`src/rtl/core/sha1_pkg.sv`:
```
// Shared types and constants of the SHA-1 digest block.
package sha1_pkg;
	typedef struct packed {
		logic [7:0] data_byte;
		logic       byte_present;
		logic       final_item;
	} sha1_in_t;

	typedef struct packed {
		logic [31:0] digest_word;
		logic        last_word;
	} sha1_out_t;

	localparam int SHA1_QUEUE_DEPTH = 4;

	localparam logic [31:0] SHA1_K0 = 32'h5A827999;
	localparam logic [31:0] SHA1_K1 = 32'h6ED9EBA1;
	localparam logic [31:0] SHA1_K2 = 32'h8F1BBCDC;
	localparam logic [31:0] SHA1_K3 = 32'hCA62C1D6;
	localparam logic [159:0] SHA1_INIT =
		160'h67452301_EFCDAB89_98BADCFE_10325476_C3D2E1F0;
	localparam logic [7:0] SHA1_PAD_MARK = 8'b10000000;

	// Beat from the front part to the back part: one byte to pack.
	typedef struct packed {
		logic [7:0] data;
		logic       last;   // final byte of the padded message
	} sha1_cmd_t;

	function automatic logic [31:0] sha1_rotl(input logic [31:0] x, input int unsigned n);
		sha1_rotl = (x << n) | (x >> (32 - n));
	endfunction
endpackage

```
`src/rtl/core/sha1_message_digest.sv`:
```
// SHA-1 digest: at most one message byte per accepted item, 80 rounds per 512-bit block.
// A byte item keeps full high until the queue takes its byte; the back part packs one byte
// per cycle while filling and the queue is not empty, then runs 80 rounds and one chain update.
// A final item adds 9 to 72 padding bytes; the first digest word is ready after the last
// block's rounds and chain update, and each of the five words holds until popped.
// Reset (arst_n low) returns the chaining value, byte count and queue to start.
module sha1_message_digest
	import sha1_pkg::*;
#(
	parameter int QUEUE_DEPTH = SHA1_QUEUE_DEPTH
) (
	input  logic      clk,
	input  logic      arst_n,
	input  sha1_in_t  in_data,
	input  logic      push,
	output logic      full,
	output sha1_out_t out_data,
	output logic      empty,
	input  logic      pop
);
	sha1_cmd_t cmd_w, cmd_r;
	logic      cmd_valid, q_full, q_empty, q_pop;

	sha1_front u_front (
		.clk(clk), .arst_n(arst_n), .in_data(in_data), .push(push), .full(full),
		.cmd(cmd_w), .cmd_valid(cmd_valid), .cmd_full(q_full)
	);

	sha1_queue #(.DEPTH(QUEUE_DEPTH)) u_queue (
		.clk(clk), .arst_n(arst_n), .wr_data(cmd_w), .wr_en(cmd_valid), .full(q_full),
		.rd_data(cmd_r), .empty(q_empty), .rd_en(q_pop)
	);

	sha1_back u_back (
		.clk(clk), .arst_n(arst_n), .cmd(cmd_r), .cmd_empty(q_empty), .cmd_pop(q_pop),
		.out_data(out_data), .empty(empty), .pop(pop)
	);
endmodule

```
`src/rtl/core/sha1_front.sv`:
```
// Front part: counts message bytes and expands a final item into padding bytes.
module sha1_front
	import sha1_pkg::*;
(
	input  logic      clk,
	input  logic      arst_n,
	input  sha1_in_t  in_data,
	input  logic      push,
	output logic      full,
	output sha1_cmd_t cmd,
	output logic      cmd_valid,
	input  logic      cmd_full
);
	typedef enum logic [1:0] {ST_IDLE, ST_BYTE, ST_PAD} state_t;

	state_t      state_q;
	logic [7:0]  byte_q;
	logic        final_q;
	logic [60:0] count_q;
	logic [5:0]  fill_q;
	logic [63:0] bits_q;
	logic        mark_q;
	logic        pad_len_q;   // length bytes go into the current block

	assign full = (state_q != ST_IDLE);

	// Select the byte offered to the queue in each state.
	always_comb begin
		cmd = '0;
		cmd_valid = 1'b0;
		case (state_q)
			ST_BYTE: begin
				cmd.data = byte_q;
				cmd_valid = 1'b1;
			end
			ST_PAD: begin
				cmd_valid = 1'b1;
				if (mark_q)
					cmd.data = SHA1_PAD_MARK;
				else if (pad_len_q && fill_q >= 6'd56)
					cmd.data = bits_q[63:56];
				else
					cmd.data = 8'h00;
				cmd.last = !mark_q && pad_len_q && (fill_q == 6'd63);
			end
			default: ;
		endcase
	end

	// Advance the byte stream one beat per free queue slot.
	always_ff @(posedge clk or negedge arst_n) begin
		if (!arst_n) begin
			state_q <= ST_IDLE;
			count_q <= '0;
			fill_q <= '0;
			final_q <= 1'b0;
			mark_q <= 1'b0;
			pad_len_q <= 1'b0;
		end else begin
			case (state_q)
				ST_IDLE: begin
					if (push) begin
						byte_q <= in_data.data_byte;
						final_q <= in_data.final_item;
						if (in_data.byte_present)
							state_q <= ST_BYTE;
						else if (in_data.final_item) begin
							state_q <= ST_PAD;
							mark_q <= 1'b1;
							bits_q <= {count_q, 3'b000};
						end
					end
				end
				ST_BYTE: begin
					if (!cmd_full) begin
						fill_q <= fill_q + 6'd1;
						if (final_q) begin
							state_q <= ST_PAD;
							mark_q <= 1'b1;
							bits_q <= {count_q + 61'd1, 3'b000};
							count_q <= count_q + 61'd1;
						end else begin
							state_q <= ST_IDLE;
							count_q <= count_q + 61'd1;
						end
					end
				end
				ST_PAD: begin
					if (!cmd_full) begin
						fill_q <= fill_q + 6'd1;
						mark_q <= 1'b0;
						// a mark past byte 55 pushes the length into the next block
						if (fill_q == 6'd63)
							pad_len_q <= 1'b1;
						else if (mark_q)
							pad_len_q <= (fill_q < 6'd56);
						if (!mark_q && pad_len_q && fill_q >= 6'd56)
							bits_q <= {bits_q[55:0], 8'h00};
						if (!mark_q && pad_len_q && fill_q == 6'd63) begin
							state_q <= ST_IDLE;
							count_q <= '0;
						end
					end
				end
				default: state_q <= ST_IDLE;
			endcase
		end
	end
endmodule

```
`src/rtl/core/sha1_queue.sv`:
```
// Short queue of byte beats between the front and back parts.
module sha1_queue
	import sha1_pkg::*;
#(
	parameter int DEPTH = SHA1_QUEUE_DEPTH
) (
	input  logic      clk,
	input  logic      arst_n,
	input  sha1_cmd_t wr_data,
	input  logic      wr_en,
	output logic      full,
	output sha1_cmd_t rd_data,
	output logic      empty,
	input  logic      rd_en
);
	localparam int AW = (DEPTH > 1) ? $clog2(DEPTH) : 1;

	sha1_cmd_t     mem_q [DEPTH];
	logic [AW-1:0] wp_q, rp_q;
	logic [AW:0]   cnt_q;

	assign full = (cnt_q == (AW+1)'(DEPTH));
	assign empty = (cnt_q == '0);
	assign rd_data = mem_q[rp_q];

	// Write, read and count beats.
	always_ff @(posedge clk or negedge arst_n) begin
		if (!arst_n) begin
			wp_q <= '0;
			rp_q <= '0;
			cnt_q <= '0;
		end else begin
			if (wr_en && !full) begin
				mem_q[wp_q] <= wr_data;
				wp_q <= (wp_q == AW'(DEPTH-1)) ? '0 : wp_q + AW'(1);
			end
			if (rd_en && !empty)
				rp_q <= (rp_q == AW'(DEPTH-1)) ? '0 : rp_q + AW'(1);
			cnt_q <= cnt_q + (AW+1)'(wr_en && !full) - (AW+1)'(rd_en && !empty);
		end
	end
endmodule

```
`src/rtl/core/sha1_back.sv`:
```
// Back part: packs bytes, runs 80 rounds per block and emits the digest.
module sha1_back
	import sha1_pkg::*;
(
	input  logic      clk,
	input  logic      arst_n,
	input  sha1_cmd_t cmd,
	input  logic      cmd_empty,
	output logic      cmd_pop,
	output sha1_out_t out_data,
	output logic      empty,
	input  logic      pop
);
	typedef enum logic [1:0] {ST_FILL, ST_ROUND, ST_SUM, ST_OUT} state_t;

	state_t       state_q;
	logic [31:0]  w_q [16];
	logic [5:0]   fill_q;
	logic [6:0]   round_q;
	logic [159:0] h_q;
	logic [31:0]  a_q, b_q, c_q, d_q, e_q;
	logic         last_q;
	logic [2:0]   word_q;
	logic [31:0]  f, k, tmp, wnew;

	assign cmd_pop = (state_q == ST_FILL) && !cmd_empty;
	assign empty = (state_q != ST_OUT);
	assign out_data.digest_word = h_q[159:128];
	assign out_data.last_word = (word_q == 3'd4);

	// Round function and schedule word for the current round.
	always_comb begin
		if (round_q < 7'd20) begin
			f = (b_q & c_q) | (~b_q & d_q);
			k = SHA1_K0;
		end else if (round_q < 7'd40) begin
			f = b_q ^ c_q ^ d_q;
			k = SHA1_K1;
		end else if (round_q < 7'd60) begin
			f = (b_q & c_q) | (b_q & d_q) | (c_q & d_q);
			k = SHA1_K2;
		end else begin
			f = b_q ^ c_q ^ d_q;
			k = SHA1_K3;
		end
		wnew = sha1_rotl(w_q[13] ^ w_q[8] ^ w_q[2] ^ w_q[0], 1);
		tmp = sha1_rotl(a_q, 5) + f + e_q + w_q[0] + k;
	end

	// Sequence fill, rounds, chain update and word output.
	always_ff @(posedge clk or negedge arst_n) begin
		if (!arst_n) begin
			state_q <= ST_FILL;
			fill_q <= '0;
			round_q <= '0;
			h_q <= SHA1_INIT;
			last_q <= 1'b0;
			word_q <= '0;
		end else begin
			case (state_q)
				ST_FILL: begin
					if (!cmd_empty) begin
						w_q[fill_q[5:2]] <= {w_q[fill_q[5:2]][23:0], cmd.data};
						fill_q <= fill_q + 6'd1;
						if (fill_q == 6'd63) begin
							last_q <= cmd.last;
							round_q <= '0;
							{a_q, b_q, c_q, d_q, e_q} <= h_q;
							state_q <= ST_ROUND;
						end
					end
				end
				ST_ROUND: begin
					for (int i = 0; i < 15; i++)
						w_q[i] <= w_q[i+1];
					w_q[15] <= wnew;
					e_q <= d_q;
					d_q <= c_q;
					c_q <= sha1_rotl(b_q, 30);
					b_q <= a_q;
					a_q <= tmp;
					round_q <= round_q + 7'd1;
					if (round_q == 7'd79)
						state_q <= ST_SUM;
				end
				ST_SUM: begin
					h_q <= {h_q[159:128] + a_q, h_q[127:96] + b_q, h_q[95:64] + c_q,
						h_q[63:32] + d_q, h_q[31:0] + e_q};
					round_q <= '0;
					word_q <= '0;
					state_q <= last_q ? ST_OUT : ST_FILL;
				end
				ST_OUT: begin
					if (pop) begin
						word_q <= word_q + 3'd1;
						if (word_q == 3'd4) begin
							h_q <= SHA1_INIT;
							state_q <= ST_FILL;
						end else begin
							h_q <= {h_q[127:0], 32'h0};
						end
					end
				end
				default: state_q <= ST_FILL;
			endcase
		end
	end
endmodule

```
`config.mk`:
```
export PLATFORM = sky130hd
export DESIGN_NAME = sha1_message_digest
export DESIGN_NICKNAME = d
export VERILOG_FILES = /design/src/rtl/core/sha1_pkg.sv /design/src/rtl/core/sha1_message_digest.sv /design/src/rtl/core/sha1_front.sv /design/src/rtl/core/sha1_queue.sv /design/src/rtl/core/sha1_back.sv
export SDC_FILE = /design/constraint.sdc
export NUM_CORES = 2
export LEC_CHECK = 0
export BUFFER_PORTS_ARGS = -buffer_cell sky130_fd_sc_hd__buf_2
export CAP_MARGIN = 20
export CORE_MARGIN = 3
export CORE_UTILIZATION = 30
export DETAILED_ROUTE_END_ITERATION = 12
export PLACE_DENSITY_LB_ADDON = 0.3
export SYNTH_ARGS = -nofsm -noshare
export SYNTH_HDL_FRONTEND = slang
export SYNTH_SLANG_ARGS = --single-unit
```
`constraint.sdc`:
```
create_clock -name clk -period 38.9 [get_ports clk]
set_input_delay 11.67 -clock clk [delete_from_list [all_inputs] [get_ports clk]]
set_output_delay 11.67 -clock clk [all_outputs]
set_load 0.005 [all_outputs]
```
==> results.toml <==
[run_status]
run_status = "complete, no violations"

[synthesis]
post_synth.cell_area_avg_sq_um = 11.0
synth_area_leaders = "edfxtp_1 (38%), a21o_1 (7.5%), dfrtp_1 (7.3%)"
syn_area_sq_um = 61000
ys_ff_latch = 1035
synth_top_area_frac = 0.383
synthesis.nets = 5877
synth_commonest_cells = "edfxtp_1 (777), nand2_1 (712), a21o_1 (608)"
ys_types = 89
yosysWarningCount = 0
synthArstFlopShare = 0.249
synth_most_common_cell = "edfxtp_1"
ys.flop_type = "edfxtp_1"
yosysSeqAreaShare = 0.490
syn_inst = 5525
synth_edf_count = 777
yosysTopAreaCell = "edfxtp_1"

[routing]
routed-via-count = 43500
routedWlPerCell_microns = 22.5
drt_iter0_drc = 3999
firstDrtPassIters = 5
routed_wl_microns = 183000
vias_per_cell = 5.35
drc = 0
ant_nets = 0

[worst_hold_path]
min_path_cells = 2
min_path_type = "reg2reg"

[timing]
totalNegativeSetupSlack_ns = 0
slew_viol_final = 0
finalCritPeriodShare = 0.367
postLayoutSetupSlackWorst_ns = 24.64
setup_viol = 0
slew_headroom = 0.230
rsz0062_at_grt = "no"
final_hold_viol_count = 0
max_freq_mhz = 70.1
period_needed_ns = 14.26
worstMarginPinSlew_ns = 1.15
finClkSkew_ns = 0.0392

[place]
place_worst_setup_slack_ns = 23.89
numPortBuffers = 48
hpwl_microns = 119000
gp_congestion = 0.939

[global_route]
grtUsageTotal = 0.172
grt_pass1_wl_microns = 277000
antenna_found_initial = 1
grt_max_degree = 206
grt_pass1_vias = 43000
gr-total-overflow = 0

[setup_path]
cp-startpoint = "arst_n"
r2r_cells = 22
path_depth = 5
crit_chain = "buf_8 > and3_4 > buf_4 > buf_4 > a21o_1"
r2r_end = "u_back.a_q[31]"
critPathMaxFanout = 100
r2r_start = "u_back.round_q[4]"
crit_end = "u_back.w_q[2][1]"
crit_top_cell = "buf_4"
cp-end-kind = "register"
cp-start-kind = "primary input"
crit_required_ns = 39.49
critPathArrivalTime_ns = 14.85
cp_slowest_cell = "buf_4"
cp_slowest_stage_delay_ns = 0.91
worst-setup-path-type = "in2reg"
path_delay_family = "buffers and inverters"
cp.buffers_inverters = 3
reg2reg_slack_ns = 31.01

[finish]
drive_above_1_share = 0.106
n_antenna_cell = 0
fillers = 19900
final_nets = 5724
area_delta_synth_final_pct = 10.8

[cts]
cts_tree = "done"
cts_setup_buffers = 0
clock-sinks = 1035
post_cts_resized = 0
cts.root.buffer_cell = "clkbuf_16"
h-tree-depth = 3
cts.clk_slew.worst_paths_ns = 0.06
cts-buffers-inserted = 114
cts_hold_buffers = 0
clock_latency_ns = 0.76
clk_path_buf_depth = 3

[die]
start_util = 0.303
dieArea_sq_um = 209000
die_w_microns = 457
pin_count = 49
die_y_microns = 457
rows = 164
core_area_sq_um = 201000

[flow_run]
drv_cap = 0
## state kept, by name, indices dropped and copies added (netlist names), 8 cells and up
name and flops:
u_back.a_q 32, u_back.b_q 32, u_back.c_q 32, u_back.d_q 32, u_back.e_q 32, u_back.h_q 160
u_back.w_q 512, u_front.bits_q 61, u_front.byte_q 8, u_front.count_q 61, u_queue.mem_q 36
## cell usage in the layout, fill, tap and decap left out, types with 164 or more instances in the layout
cell	Yosys	routed
o21ai_0	367	352
xnor2_1	164	164
a21oi_1	226	225
nand2_1	712	708
edfxtp_1	777	777
a21o_1	608	608
ha_1	218	218
inv_1	258	256
dfrtp_1	178	174
nor2_1	245	237
## routing by layer
layer  GRT usage  share of wire
met5           0              0
met4      0.0674          0.039
met3      0.0206          0.055
met2       0.276           0.47
met1       0.236           0.44
## cells by family (layout without fill, tap and decap cells)
kind of cell	after synthesis	in the layout	synth area share
DFF	1035	1035	0.490
adders and majority gates	338	338	0.0841
muxes	183	183	0.0566
xor gates and xnor gates	264	264	0.0379
and+or+nand+nor	1365	1365	0.101
AOI/OAI and AO/OA	1691	1691	0.187
buffers and inverters	649	595	0.0430
## worst min-delay path: stages, from the launching register on
cell and delay [ns]:
dfstp_2 0.39, nand2_1 0.06, nand2_1 0.05
## worst min path at each step
stage / slack [ns] / endpoint / start
final: 0.49 / u_back.h_q[66] / u_back.h_q[66]
after global routing: 0.50 / u_back.h_q[34] / u_back.h_q[34]
after CTS: 0.49 / u_back.h_q[34] / u_back.h_q[34]
after detailed placement: 0.48 / u_back.h_q[66] / u_back.h_q[66]
after global placement: 0.47 / u_front.count_q[22] / u_front.count_q[22]
after floorplan: 0.45 / u_front.count_q[22] / u_front.count_q[22]
## layout make-up
type,instances,area [sq um],share of cell area
sequential,1035,29900,0.443
multi-input combinational,3841,28700,0.426
tap,2656,3320,0.0492
clock buffer,152,3130,0.0463
inverter,259,972,0.0144
timing repair buffer,121,856,0.0127
clock inverter,63,617,0.00913
## stage by stage
| step | area (sq um) | hold slack [ns] | instances | util |
|---|---|---|---|---|
| final | 67500 | 0.489 | 8127 | 0.336 |
| after floorplan | 61000 | 0.450 | 5525 | - |
| after global placement | 63800 | 0.468 | 7911 | 0.317 |
| after CTS | 67500 | 0.491 | 8127 | 0.336 |
| after detailed placement | 63800 | 0.479 | 7912 | 0.318 |
| after global routing | 67500 | 0.504 | 8127 | 0.336 |
Power is left out: the tool's default activity adds up to more than one toggle a clock period on the data nets, which glitch-free logic cannot reach.
